<file path="config.mk">
export PLATFORM = sky130hd
export DESIGN_NAME = memo_collatz_cache
export DESIGN_NICKNAME = d
export VERILOG_FILES = /design/src/rtl/core/mcc_pkg.sv /design/src/rtl/core/mcc_ctrl.sv /design/src/rtl/core/mcc_dpath.sv /design/src/rtl/core/memo_collatz_cache.sv
export SDC_FILE = /design/constraint.sdc
export NUM_CORES = 2
export LEC_CHECK = 0
export BUFFER_PORTS_ARGS = -buffer_cell sky130_fd_sc_hd__buf_4
export CAP_MARGIN = 20
export CORE_MARGIN = 4
export CORE_UTILIZATION = 55
export CTS_CLUSTER_SIZE = 12
export DETAILED_ROUTE_END_ITERATION = 10
export HOLD_SLACK_MARGIN = 0.12
export PLACE_DENSITY = 0.69
export SYNTH_ARGS = -nofsm -noshare
export SYNTH_HDL_FRONTEND = slang
export SYNTH_SLANG_ARGS = --single-unit
export TNS_END_PERCENT = 20
</file>
<file path="constraint.sdc">
create_clock -name i_clk -period 11 [get_ports i_clk]
set_clock_uncertainty 0.05 [all_clocks]
set_input_delay 2.2 -clock i_clk [delete_from_list [all_inputs] [get_ports i_clk]]
set_output_delay 2.2 -clock i_clk [all_outputs]
set_load 0.1 [all_outputs]
</file>
<file path="src/rtl/core/mcc_pkg.sv">
// ----------------------------------------------------------------------------
// mcc_pkg
// Types, constants and command codes of the Collatz memo cache.
// ----------------------------------------------------------------------------
package mcc_pkg;

    localparam int CAPACITY_DEF = 16;
    localparam int NUMBER_BITS  = 20;
    localparam int STEP_BITS    = 10;
    localparam int PICK_BITS    = 16;
    localparam int USES_BITS    = 16;
    localparam int TRAJ_BITS    = 64;

    localparam int CFG_POL_W  = 3;
    localparam int CFG_CAP_W  = 5;
    localparam int CFG_DATA_W = 5;
    localparam int CFG_IDX_W  = 1;

    localparam logic [CFG_IDX_W-1:0] REG_POLICY   = 1'd0;
    localparam logic [CFG_IDX_W-1:0] REG_CAPACITY = 1'd1;

    localparam logic [CFG_POL_W-1:0] POL_LRU    = 3'd0;
    localparam logic [CFG_POL_W-1:0] POL_FIFO   = 3'd1;
    localparam logic [CFG_POL_W-1:0] POL_LFU    = 3'd2;
    localparam logic [CFG_POL_W-1:0] POL_MRU    = 3'd3;
    localparam logic [CFG_POL_W-1:0] POL_RANDOM = 3'd4;

    localparam logic [CFG_CAP_W-1:0] CAP_RESET = 5'd16;

    localparam logic [STEP_BITS-1:0] STEP_MAX = {STEP_BITS{1'b1}};
    localparam logic [USES_BITS-1:0] USES_MAX = {USES_BITS{1'b1}};
    // largest trajectory value for which 3n+1 still fits
    localparam logic [TRAJ_BITS-1:0] TRAJ_LIM = 64'h5555_5555_5555_5554;

    typedef struct packed {
        logic [NUMBER_BITS-1:0] number;
        logic [PICK_BITS-1:0]   random_pick;
    } t_in_item;

    typedef struct packed {
        logic [STEP_BITS-1:0] step_count;
        logic                 hit;
    } t_out_item;

    typedef struct packed {
        logic [NUMBER_BITS-1:0] key;
        logic [STEP_BITS-1:0]   result;
        logic [USES_BITS-1:0]   uses;
    } t_entry;

    typedef enum logic [4:0] {
        CMD_NONE,
        CMD_LOAD,
        CMD_SCAN_RD,
        CMD_SCAN_NEXT,
        CMD_HIT,
        CMD_WR_POS,
        CMD_COL_INIT,
        CMD_COL_STEP,
        CMD_INS_INIT,
        CMD_LFU_INIT,
        CMD_LFU_RD,
        CMD_LFU_CMP,
        CMD_DIV_INIT,
        CMD_DIV_STEP,
        CMD_VIC_HEAD,
        CMD_VIC_TAIL,
        CMD_VIC_MIN,
        CMD_VIC_REM,
        CMD_UP_RD,
        CMD_UP_WR,
        CMD_REMOVE,
        CMD_DN_RD,
        CMD_DN_WR,
        CMD_WR_HEAD,
        CMD_OUT
    } t_cmd;

    typedef struct packed {
        logic                 scan_end;
        logic                 match;
        logic                 col_done;
        logic                 full;
        logic                 div_done;
        logic                 up_end;
        logic                 dn_end;
        logic                 out_free;
        logic [CFG_POL_W-1:0] policy;
    } t_status;

endpackage

</file>
<file path="src/rtl/core/mcc_ctrl.sv">
// ----------------------------------------------------------------------------
// mcc_ctrl
// Sequencer: steps the datapath through scan, update, compute, evict, insert.
// ----------------------------------------------------------------------------
module mcc_ctrl import mcc_pkg::*; (
    input  logic    i_clk,
    input  logic    i_rst_n,
    input  logic    i_in_valid,
    input  t_status i_status,
    output t_cmd    o_cmd,
    output logic    o_in_stall
);

    typedef enum logic [3:0] {
        S_IDLE, S_SCAN_RD, S_SCAN_CMP, S_WR_POS, S_COL, S_EVICT, S_LFU_RD,
        S_LFU_CMP, S_DIV, S_UP_RD, S_UP_WR, S_DN_RD, S_DN_WR, S_DONE
    } t_state;

    t_state r_state, n_state;
    logic   r_in_stall;
    t_cmd   n_cmd;

    // next state and command
    always_comb begin
        n_state = r_state;
        n_cmd   = CMD_NONE;
        case (r_state)
            S_IDLE: begin
                if (i_in_valid) begin
                    n_cmd   = CMD_LOAD;
                    n_state = S_SCAN_RD;
                end
            end
            S_SCAN_RD: begin
                if (i_status.scan_end) begin
                    n_cmd   = CMD_COL_INIT;
                    n_state = S_COL;
                end else begin
                    n_cmd   = CMD_SCAN_RD;
                    n_state = S_SCAN_CMP;
                end
            end
            S_SCAN_CMP: begin
                if (i_status.match) begin
                    n_cmd = CMD_HIT;
                    if (i_status.policy == POL_LRU || i_status.policy == POL_MRU)
                        n_state = S_DN_RD;
                    else
                        n_state = S_WR_POS;
                end else begin
                    n_cmd   = CMD_SCAN_NEXT;
                    n_state = S_SCAN_RD;
                end
            end
            S_WR_POS: begin
                n_cmd   = CMD_WR_POS;
                n_state = S_DONE;
            end
            S_COL: begin
                if (i_status.col_done) n_state = S_EVICT;
                else n_cmd = CMD_COL_STEP;
            end
            S_EVICT: begin
                if (!i_status.full) begin
                    n_cmd   = CMD_INS_INIT;
                    n_state = S_DN_RD;
                end else begin
                    case (i_status.policy)
                        POL_LFU: begin
                            n_cmd   = CMD_LFU_INIT;
                            n_state = S_LFU_RD;
                        end
                        POL_MRU: begin
                            n_cmd   = CMD_VIC_HEAD;
                            n_state = S_UP_RD;
                        end
                        POL_RANDOM: begin
                            n_cmd   = CMD_DIV_INIT;
                            n_state = S_DIV;
                        end
                        default: begin
                            n_cmd   = CMD_VIC_TAIL;
                            n_state = S_UP_RD;
                        end
                    endcase
                end
            end
            S_LFU_RD: begin
                if (i_status.scan_end) begin
                    n_cmd   = CMD_VIC_MIN;
                    n_state = S_UP_RD;
                end else begin
                    n_cmd   = CMD_LFU_RD;
                    n_state = S_LFU_CMP;
                end
            end
            S_LFU_CMP: begin
                n_cmd   = CMD_LFU_CMP;
                n_state = S_LFU_RD;
            end
            S_DIV: begin
                if (i_status.div_done) begin
                    n_cmd   = CMD_VIC_REM;
                    n_state = S_UP_RD;
                end else begin
                    n_cmd = CMD_DIV_STEP;
                end
            end
            S_UP_RD: begin
                if (i_status.up_end) begin
                    n_cmd   = CMD_REMOVE;
                    n_state = S_EVICT;
                end else begin
                    n_cmd   = CMD_UP_RD;
                    n_state = S_UP_WR;
                end
            end
            S_UP_WR: begin
                n_cmd   = CMD_UP_WR;
                n_state = S_UP_RD;
            end
            S_DN_RD: begin
                if (i_status.dn_end) begin
                    n_cmd   = CMD_WR_HEAD;
                    n_state = S_DONE;
                end else begin
                    n_cmd   = CMD_DN_RD;
                    n_state = S_DN_WR;
                end
            end
            S_DN_WR: begin
                n_cmd   = CMD_DN_WR;
                n_state = S_DN_RD;
            end
            S_DONE: begin
                if (i_status.out_free) begin
                    n_cmd   = CMD_OUT;
                    n_state = S_IDLE;
                end
            end
            default: n_state = S_IDLE;
        endcase
    end

    // state and registered stall
    always_ff @(posedge i_clk) begin
        if (!i_rst_n) begin
            r_state    <= S_IDLE;
            r_in_stall <= 1'b0;
        end else begin
            r_state    <= n_state;
            r_in_stall <= (n_state != S_IDLE);
        end
    end

    assign o_cmd      = n_cmd;
    assign o_in_stall = r_in_stall;

endmodule

</file>
<file path="src/rtl/core/mcc_dpath.sv">
// ----------------------------------------------------------------------------
// mcc_dpath
// Entry memory, scan/shift index, Collatz iterator, pick divider, output reg.
// ----------------------------------------------------------------------------
module mcc_dpath import mcc_pkg::*; #(
    parameter int CAPACITY = CAPACITY_DEF
) (
    input  logic                  i_clk,
    input  logic                  i_rst_n,
    input  t_cmd                  i_cmd,
    output t_status               o_status,
    input  t_in_item              i_in_item,
    input  logic                  i_cfg_we,
    input  logic [CFG_IDX_W-1:0]  i_cfg_idx,
    input  logic [CFG_DATA_W-1:0] i_cfg_data,
    output logic                  o_out_valid,
    input  logic                  i_out_stall,
    output t_out_item             o_out_item
);

    localparam int IW    = (CAPACITY > 1) ? $clog2(CAPACITY) : 1;
    localparam int CW    = $clog2(CAPACITY + 1);
    localparam int CMP_W = (CW > CFG_CAP_W) ? CW : CFG_CAP_W;
    localparam int DCW   = $clog2(PICK_BITS + 1);

    t_entry mem [CAPACITY];
    t_entry r_rd, r_ent;

    logic [CFG_POL_W-1:0]   r_policy;
    logic [CFG_CAP_W-1:0]   r_capacity;
    logic [CW-1:0]          r_count, r_idx, r_victim, r_rem;
    logic [NUMBER_BITS-1:0] r_key;
    logic [PICK_BITS-1:0]   r_pick;
    logic [PICK_BITS-1:0]   r_dsh;
    logic [TRAJ_BITS-1:0]   r_n;
    logic [STEP_BITS-1:0]   r_steps;
    logic                   r_hit;
    logic [USES_BITS:0]     r_min;
    logic [DCW-1:0]         r_dcnt;
    logic                   r_out_valid;
    t_out_item              r_out;

    logic                   rd_en, wr_en;
    logic [IW-1:0]          rd_addr, wr_addr;
    t_entry                 wr_data;
    logic [CMP_W-1:0]       cap_raw, cap_eff;
    logic [CW:0]            div_t;
    logic [CW:0]            idx_p1;

    // effective capacity: zero acts as one, clamp at CAPACITY
    always_comb begin
        cap_raw = CMP_W'(r_capacity);
        if (cap_raw == '0) cap_eff = CMP_W'(1);
        else if (cap_raw > CMP_W'(CAPACITY)) cap_eff = CMP_W'(CAPACITY);
        else cap_eff = cap_raw;
    end

    assign idx_p1 = {1'b0, r_idx} + (CW+1)'(1);
    // pick is kept intact; the divider shifts its own copy
    assign div_t  = {r_rem, r_dsh[PICK_BITS-1]};

    // memory port selection
    always_comb begin
        rd_en   = 1'b0;
        rd_addr = r_idx[IW-1:0];
        wr_en   = 1'b0;
        wr_addr = r_idx[IW-1:0];
        wr_data = r_rd;
        case (i_cmd)
            CMD_SCAN_RD, CMD_LFU_RD: rd_en = 1'b1;
            CMD_UP_RD: begin
                rd_en   = 1'b1;
                rd_addr = idx_p1[IW-1:0];
            end
            CMD_DN_RD: begin
                rd_en   = 1'b1;
                rd_addr = IW'(r_idx - CW'(1));
            end
            CMD_UP_WR, CMD_DN_WR: wr_en = 1'b1;
            CMD_WR_POS: begin
                wr_en   = 1'b1;
                wr_data = r_ent;
            end
            CMD_WR_HEAD: begin
                wr_en   = 1'b1;
                wr_addr = '0;
                wr_data = r_ent;
            end
            default: ;
        endcase
    end

    // entry memory, registered read
    always_ff @(posedge i_clk) begin
        if (wr_en) mem[wr_addr] <= wr_data;
        if (rd_en) r_rd <= mem[rd_addr];
    end

    // configuration registers
    always_ff @(posedge i_clk) begin
        if (!i_rst_n) begin
            r_policy   <= POL_LRU;
            r_capacity <= CAP_RESET;
        end else if (i_cfg_we) begin
            if (i_cfg_idx == REG_POLICY) r_policy <= i_cfg_data[CFG_POL_W-1:0];
            if (i_cfg_idx == REG_CAPACITY) r_capacity <= i_cfg_data[CFG_CAP_W-1:0];
        end
    end

    // control registers: count and output valid
    always_ff @(posedge i_clk) begin
        if (!i_rst_n) begin
            r_count     <= '0;
            r_out_valid <= 1'b0;
        end else begin
            if (i_cmd == CMD_REMOVE) r_count <= r_count - CW'(1);
            else if (i_cmd == CMD_WR_HEAD && !r_hit) r_count <= r_count + CW'(1);
            if (i_cmd == CMD_OUT) r_out_valid <= 1'b1;
            else if (!i_out_stall) r_out_valid <= 1'b0;
        end
    end

    // working registers
    always_ff @(posedge i_clk) begin
        case (i_cmd)
            CMD_LOAD: begin
                r_key <= i_in_item.number;
                r_pick <= i_in_item.random_pick;
                r_idx <= '0;
            end
            CMD_SCAN_NEXT: r_idx <= r_idx + CW'(1);
            CMD_HIT: begin
                r_ent.key <= r_rd.key;
                r_ent.result <= r_rd.result;
                r_ent.uses <= (r_rd.uses != USES_MAX) ? r_rd.uses + USES_BITS'(1)
                                                      : r_rd.uses;
                r_steps <= r_rd.result;
                r_hit <= 1'b1;
            end
            CMD_COL_INIT: begin
                r_n <= TRAJ_BITS'(r_key);
                r_steps <= '0;
                r_hit <= 1'b0;
            end
            CMD_COL_STEP: begin
                if (!r_n[0]) begin
                    r_n <= r_n >> 1;
                    r_steps <= r_steps + STEP_BITS'(1);
                end else if (r_n > TRAJ_LIM) begin
                    r_steps <= STEP_MAX;
                end else begin
                    r_n <= (r_n << 1) + r_n + TRAJ_BITS'(1);
                    r_steps <= r_steps + STEP_BITS'(1);
                end
            end
            CMD_INS_INIT: begin
                r_ent.key <= r_key;
                r_ent.result <= r_steps;
                r_ent.uses <= USES_BITS'(1);
                r_idx <= r_count;
            end
            CMD_LFU_INIT: begin
                r_idx <= '0;
                r_victim <= '0;
                r_min <= {1'b1, {USES_BITS{1'b0}}};
            end
            CMD_LFU_CMP: begin
                if ({1'b0, r_rd.uses} < r_min) begin
                    r_min <= {1'b0, r_rd.uses};
                    r_victim <= r_idx;
                end
                r_idx <= r_idx + CW'(1);
            end
            CMD_DIV_INIT: begin
                r_rem <= '0;
                r_dcnt <= '0;
                r_dsh <= r_pick;
            end
            CMD_DIV_STEP: begin
                if (div_t >= {1'b0, r_count}) r_rem <= CW'(div_t - {1'b0, r_count});
                else r_rem <= CW'(div_t);
                r_dsh <= r_dsh << 1;
                r_dcnt <= r_dcnt + DCW'(1);
            end
            CMD_VIC_HEAD: r_idx <= '0;
            CMD_VIC_TAIL: r_idx <= r_count - CW'(1);
            CMD_VIC_MIN: r_idx <= r_victim;
            CMD_VIC_REM: r_idx <= r_rem;
            CMD_UP_WR: r_idx <= r_idx + CW'(1);
            CMD_DN_WR: r_idx <= r_idx - CW'(1);
            CMD_OUT: begin
                r_out.step_count <= r_steps;
                r_out.hit <= r_hit;
            end
            default: ;
        endcase
    end

    // status to the sequencer
    always_comb begin
        o_status.scan_end = (r_idx >= r_count);
        o_status.match    = (r_rd.key == r_key);
        o_status.col_done = (r_n == TRAJ_BITS'(1)) || (r_steps == STEP_MAX);
        o_status.full     = (CMP_W'(r_count) >= cap_eff);
        o_status.div_done = (r_dcnt == DCW'(PICK_BITS));
        o_status.up_end   = (idx_p1 >= {1'b0, r_count});
        o_status.dn_end   = (r_idx == '0);
        o_status.out_free = !r_out_valid || !i_out_stall;
        o_status.policy   = r_policy;
    end

    assign o_out_valid = r_out_valid;
    assign o_out_item  = r_out;

endmodule

</file>
<file path="src/rtl/core/memo_collatz_cache.sv">
// A hit scans from the head to its position; LRU and MRU then move it to the head;
// a miss adds the Collatz iteration (saturating at 1023 steps), any eviction sweeps
// and the insert shift; a random eviction also runs the pick divider.
// One transaction at a time: input stalls from acceptance until the result loads
// into the output register.
// Synchronous active-low reset empties the store and sets policy LRU, capacity 16.
// ----------------------------------------------------------------------------
// memo_collatz_cache
// Memo store of Collatz step counts with selectable replacement policy.
// ----------------------------------------------------------------------------
module memo_collatz_cache import mcc_pkg::*; #(
    parameter int CAPACITY = CAPACITY_DEF
) (
    input  logic                  i_clk,
    input  logic                  i_rst_n,
    input  logic                  i_in_valid,
    output logic                  o_in_stall,
    input  t_in_item              i_in_item,
    output logic                  o_out_valid,
    input  logic                  i_out_stall,
    output t_out_item             o_out_item,
    input  logic                  i_cfg_we,
    input  logic [CFG_IDX_W-1:0]  i_cfg_idx,
    input  logic [CFG_DATA_W-1:0] i_cfg_data
);

    t_cmd    cmd;
    t_status status;

    // sequencer
    mcc_ctrl u_ctrl (
        .i_clk      (i_clk),
        .i_rst_n    (i_rst_n),
        .i_in_valid (i_in_valid),
        .i_status   (status),
        .o_cmd      (cmd),
        .o_in_stall (o_in_stall)
    );

    // datapath
    mcc_dpath #(.CAPACITY(CAPACITY)) u_dpath (
        .i_clk       (i_clk),
        .i_rst_n     (i_rst_n),
        .i_cmd       (cmd),
        .o_status    (status),
        .i_in_item   (i_in_item),
        .i_cfg_we    (i_cfg_we),
        .i_cfg_idx   (i_cfg_idx),
        .i_cfg_data  (i_cfg_data),
        .o_out_valid (o_out_valid),
        .i_out_stall (i_out_stall),
        .o_out_item  (o_out_item)
    );

endmodule

</file>
# == Word level (Yosys, flattened, before mapping) ==
# Memories as Yosys holds them, arrays and structs flattened. A register that Yosys moved wholly into a read port is not among the register bits.
# Index checks and enable logic that the tools add are counted.
# totals
register_bits,240
output_inout_bits,13
ram_bits,736
elab_cells,176
n_memories,1
# mem_list
memory,depth,word_bits,read_ports,rd_ports_with_merged_regs,write_ports,line,rtl
u_dpath.mem,16,46,1,1,1,mcc_dpath.sv:26,t_entry mem [CAPACITY];
# classes
reduce_logical,29
n_bitwise,1
n_eq_ne,48
n_lt_le_gt_ge,7
add_sub_neg,11
muxes,56
# op_table
cell,count
64-bit 2-to-1 mux,2
64-bit one-hot mux with 2 select lines,1
46-bit one-hot mux with 2 select lines,1
5-bit one-hot mux with 14 select lines,1
"64-bit by 1-bit adder with 64-bit output, second input constant",1
64-bit adder,1
"64-bit by 1-bit equality test with 1-bit output, second input constant",1
"64-bit by 63-bit greater-than comparator with 1-bit output, second input constant",1
4-bit one-hot mux with 14 select lines,1
"5-bit equality test, second input constant",10
5-bit 2-to-1 mux,10
46-bit 2-to-1 mux,1
"5-bit by 4-bit equality test with 1-bit output, second input constant",8
4-bit 2-to-1 mux,10
5-bit one-hot mux with 7 select lines,1
17-bit one-hot mux with 2 select lines,1
16-bit one-hot mux with 2 select lines,1
10-bit one-hot mux with 3 select lines,1
5-bit one-hot mux with 2 select lines,3
"4-bit equality test, second input constant",6
20-bit equality test,1
"5-bit by 3-bit equality test with 1-bit output, second input constant",4
10-bit 2-to-1 mux,2
16-bit by 17-bit less-than comparator with 1-bit output,1
other kinds (43),82

# == Longest topological paths before layout ==
# depth
depth_word,11
ltp_mapped,19
ltp_nobuf,15

# == By module ==
# From an unflattened synthesis, not the netlist that was laid out.
# unflattened
cells_unflattened,3144
hier_area_um2,47411.7
# modules_own_cells
mod,cells_each,area_each_um2,seq_area_each_um2,instances
mcc_dpath,3040,46704.8,30399.2,1
mcc_ctrl,104,706.9,100.1,1

# == Least setup slack after synthesis ==
# Ideal clock, no wire load.
# synth_timing
kind,input to register
from,input i_in_valid
to,register u_dpath.r_rd[0] (netlist name)
slack_ps,3966
n_path_buf,0
path_stages,6
arrival_time_ps,6471
setup_time_ps,513
required_time_ps,10437
path_cell_list,a21oi_1 -> o31ai_1 -> a31o_2 -> nand2b_1 -> or3_1 -> o21ai_0
# synth_via
elab_chain_cells,5
elab_cells_between_ends,9
# synth_lines
item,line,rtl
from (decl),memo_collatz_cache.sv:16,"input logic i_in_valid,"
1-bit 2-to-1 mux (*),mcc_ctrl.sv:29,if (i_in_valid) begin
5-bit one-hot mux with 14 select lines (*),mcc_ctrl.sv:27,case (r_state)
5-bit by 2-bit equality test with 1-bit output (tied with other cells),mcc_dpath.sv:69,case (i_cmd)
4-bit OR reduction (no line) (*),n/a,
1-bit 2-to-1 mux (*),mcc_dpath.sv:69,
named net u_dpath.rd_en,mcc_dpath.sv:43,"logic rd_en, wr_en;"
# The timed path passes the listed nets; every way through them passes the cells marked *.
# A chain may end at the register's enable or synchronous reset.

# == Worst setup path in the final report ==
# layout_timing
from,register u_dpath.r_idx[0]
to,register u_dpath.r_rd[4] (netlist name)
# layout_via
elab_chain_cells,7
elab_cells_between_ends,17
# layout_lines
item,line,rtl
from (decl),mcc_dpath.sv:31,"logic [CW-1:0] r_count, r_idx, r_victim, r_rem;"
from (signal assigned),mcc_dpath.sv:131,CMD_SCAN_NEXT: r_idx <= r_idx + CW'(1);
from (signal assigned),mcc_dpath.sv:160,r_idx <= r_count;
from (signal assigned),mcc_dpath.sv:172,r_idx <= r_idx + CW'(1);
5-bit by 1-bit adder with 6-bit output,mcc_dpath.sv:58,"assign idx_p1 = {1'b0, r_idx} + (CW+1)'(1);"
6-bit by 5-bit >= comparator with 1-bit output,mcc_dpath.sv:206,"o_status.up_end = (idx_p1 >= {1'b0, r_count});"
3-bit 2-to-1 mux,mcc_ctrl.sv:110,if (i_status.up_end) begin
5-bit one-hot mux with 14 select lines,mcc_ctrl.sv:27,
5-bit by 2-bit equality test with 1-bit output (tied with other cells),mcc_dpath.sv:69,
4-bit OR reduction (no line),n/a,
1-bit 2-to-1 mux,mcc_dpath.sv:69,
# Several ways; a longest one is shown, not always the timed one.

==> summary.md <==
Number of buffers inserted by hold repair at cts: 0. The total number of nets in the final design was 4077; the post-CTS repair timing setup buffer count was 0. The total area inside the core boundary comes to 0.0857 mm^2. After routing the design area is 0.0524 mm^2. The capturing element type of the critical path is a register. The maximum resistive drop on vdd came out at 391 uV. The clock tree buffer depth is 3.

The register area was 0.0305 mm^2; the number of detailed-route iterations in the first pass was 6. The average instance in the mapped netlist occupies 12.3 um^2. The worst hold path belongs to the class reg2reg.

The max-slew violation total from the final report is 0, and the final cycle utilization of the critical path is 60.3%. The clock latency of the later-clocked register in the worst-skew pair is 700 ps. Dividing the detail-routed wire length by the instance count gives 24.3 um.

The design draws 15.8 mW. Power spread over the standard cell area amounts to 301 mW/mm^2. In this run, post-CTS repair resized a total of 0 instances. The die outline width is 303 um, and the vertical extent of the die is 303 um. For the detailed-route via count, the log shows 31900.

Derived from the worst setup path, the maximum achievable clock frequency is 151 MHz. The tools report the initial antenna violation count as 0. The number of buffers created by CTS was 104; the routed wire length was 123 mm.

For the accumulated negative setup slack, the log shows 0 ps. The static leakage is 19.0 nW. The launching element type of the critical path is a register. After filler insertion, the fill cell instance count of the layout stands at 6707. For this configuration, the core starts out at a cell density of 55.7%. Clock tree synthesis selected as its root buffer the cell clkbuf_16.

Setup repair after global routing left no endpoint under its margin. The flow ran to the end, and the final reports show no timing, DRC or antenna violations. The run gives 30400 as the via count of the first global-routing pass. Entering global routing, the biggest net connects 233 pins. The count of flip-flops with a built-in enable after synthesis was 1003; the required time reported for the critical path endpoint was 11510 ps. In the synthesized netlist the async set-or-reset flop fraction comes to 0%. The total cell area at the placement stage was 0.0493 mm^2; the area of the multi-input gates was 0.0161 mm^2.

Measured against its own limit, the worst slew margin works out to 21.3%. The fraction of layout instances using a drive strength above 1 is 8.79%. The tree built by TritonCTS fans out to 1022 sinks.

Input and output buffers added on the ports amount to 59. The net count of the mapped netlist came out at 4089. For the hold violation total from the final report, the log shows 0. During synthesis, Yosys emitted a total of 0 warnings.

The first global-routing pass estimated 185 mm of wire. The tools report the number of library cell types mapped by synthesis as 85. For this run, the share of the core covered by cells in the final layout is 61.2%.

The tool flagged a number of max-cap violations equal to 0. The tools report the arrival time of data at the critical path endpoint as 7140 ps. The worst-margin pin slew works out to 1180 ps. The critical path in this run is classified as reg2reg. The run gives 3870 as the cell count after synthesis. After the first detailed-routing iteration, the DRC count stood at 3479. The setup-violating endpoint count in the final report is 0. In this run the worst path has a maximum fanout of 232. TritonCTS built the clock tree. After clock tree synthesis, the clock-pin slew on the worst setup and hold paths is 60 ps.

The number of synthesized register bits was 1022. Compared with the post-synthesis result, the final layout area differs by 9.81%. After detailed routing, the number of vias per cell comes to 6.29. Subtracting the final worst setup slack from the clock period gives 6630 ps. For the post-detailed-route count of antenna-violating nets, the log shows 0. The area of the die was 0.0916 mm^2. During I/O placement, the number of pins put on the boundary was 60.

The global placement routability congestion is 0.903, and the H-tree depth is 3. The global-route congestion overflow total was 0; the cell area after technology mapping was 0.0477 mm^2. After detailed routing, the number of remaining DRC violations is 0.

For the overall fraction of global-route tracks in use, the log shows 26.5%. The logs give 0 for the diode insertion count for antenna repair and 107 for the placement row count. The share of the Yosys chip area taken by registers is 63.9%. For the detailed-placement wirelength estimate, the log shows 65.6 mm. For this run, the leading register cell type out of synthesis is edfxtp_1.
[worst paths after layout]
| kind | start | end | slack, ps | cells past startpoint |
|---|---|---|---|---|
| worst min-delay path | u_dpath.cap_raw[1]$_SDFFE_PN0P_ | u_dpath.cap_raw[1]$_SDFFE_PN0P_ | 430 | 2 |
| worst max register to register | u_dpath.r_idx[0]$_DFFE_PP_ | u_dpath.r_rd[4]$_DFFE_PP_ | 4370 | 15 |
| worst max-delay path | u_dpath.r_idx[0]$_DFFE_PP_ | u_dpath.r_rd[4]$_DFFE_PP_ | 4370 | 15 |
| worst min register to register | u_dpath.cap_raw[1]$_SDFFE_PN0P_ | u_dpath.cap_raw[1]$_SDFFE_PN0P_ | 430 | 2 |
[cells in the mapped netlist (all sizes together) (5+ instances only)]
master	number	area [um^2]
edfxtp	1003	30100
xor2	41	359
a221oi	9	78.8
nor2	124	468
nand2b	22	138
o21bai	14	105
nand2	535	2010
nor3b	7	52.6
buf	100	494
clkbuf	122	458
a21boi	9	67.6
mux2i	12	120
nand4	46	303
nor3	30	150
or3	58	363
mux2	62	698
a22oi	10	75.1
inv	117	439
ha	170	2130
nor2b	21	131
a21oi	478	2390
nor4	10	62.6
o21a	11	82.6
and3	24	150
a211oi	106	806
a31oi	26	178
o31ai	7	52.6
o21ai	121	606
a21o	147	1100
nand3	69	345
o22ai	48	300
xnor2	76	692
dfxtp	19	380
a22o	92	806
o2111ai	5	43.8
and2	37	231
a41oi	6	60.1
o211ai	16	120
and4	5	46.3
[critical path: stages, from the launching register on]
cell and delay (ps):
edfxtp_1 850, inv_1 360, ha_1 410, nor3b_1 200
o21ai_1 160, or3b_1 620, and2_1 520, nand4_4 260
a31oi_4 430, xnor2_4 160, buf_4 640, buf_12 730
a21oi_1 180, a22o_1 260, o22ai_1 150, or3_1 150
[cell usage in the layout, fill, tap and decap left out, types with 9 or more instances in the layout]
cell,synthesis,layout
edfxtp_1,1003,1003
nand2_1,534,533
a21oi_1,478,478
ha_1,170,170
a21o_1,147,147
inv_1,116,116
o21ai_0,115,114
nor2_1,123,109
clkbuf_16,0,107
a211oi_1,104,104
buf_4,8,99
a22o_1,92,92
xnor2_1,74,73
nand3_1,69,69
mux2_2,62,62
or3_1,58,57
o22ai_1,48,47
nand4_1,45,45
xor2_1,41,40
and2_1,37,37
clkbuf_1,122,37
nor3_1,30,25
a31oi_1,25,24
and3_1,24,23
nand2b_1,22,20
nor2b_1,21,19
dfxtp_1,19,19
o211ai_1,16,16
o21bai_1,14,14
mux2i_1,12,12
nor2_4,0,12
o21a_1,11,11
nor4_1,10,10
clkinv_1,1,10
a22oi_1,10,10
a21boi_0,9,9
a221oi_1,9,9
[area by class of cell]
type	instances	share of cell area, %
Clock buffer	144	5.37
Clock inverter	27	0.649
Sequential cell	1022	58.2
Timing Repair Buffer	104	1.58
Tap cell	1144	2.73
Inverter	118	0.845
Multi-Input combinational cell	2508	30.6
[where the power goes]
group          total, mW  switching [mW]  internal (mW)
clock network       3.34            1.44           1.89
registers           5.88           0.497           5.38
logic               6.54            4.25           2.28
[per-layer routing]
metal,share of wire (%),vias up,GRT usage [%]
li1,-,14500,-
met2,46,1338,42.6
met4,3.5,0,8.80
met1,42,15800,37.4
met5,0,-,0
met3,7.9,288,4.09
[sequential cells by signal, indices dropped and copies added, names as in the netlist]
signal	count
u_ctrl.o_in_stall	1
u_ctrl.r_state	4
u_dpath.cap_raw	5
u_dpath.mem	736
u_dpath.o_out_item	11
u_dpath.o_out_valid	1
u_dpath.r_count	5
u_dpath.r_dcnt	5
u_dpath.r_dsh	16
u_dpath.r_ent	46
u_dpath.r_hit	1
u_dpath.r_idx	5
u_dpath.r_key	20
u_dpath.r_min	17
u_dpath.r_n	64
u_dpath.r_pick	16
u_dpath.r_policy	3
u_dpath.r_rd	46
u_dpath.r_rem	5
u_dpath.r_steps	10
u_dpath.r_victim	5
[cells by family after synthesis]
| logic type | after synthesis | share of synthesized area [%] |
|---|---|---|
| fa+ha+maj | 172 | 4.54 |
| compound gates | 1140 | 15.1 |
| flops | 1022 | 63.9 |
| buf+inv | 340 | 2.92 |
| mux | 74 | 1.71 |
| simple gates | 1005 | 9.62 |
| xor+xnor | 117 | 2.20 |
[per-stage QoR]
stage	worst slack [ps]	hold WS, ps	cells
2_1_floorplan	3970	377	3870
3_3_place_gp	4640	392	4895
3_5_place_dp	4520	394	4895
4_1_cts	4480	436	5066
5_1_grt	4020	443	5067
6_report	4370	433	5067
(Power assumes the default switching activity.)
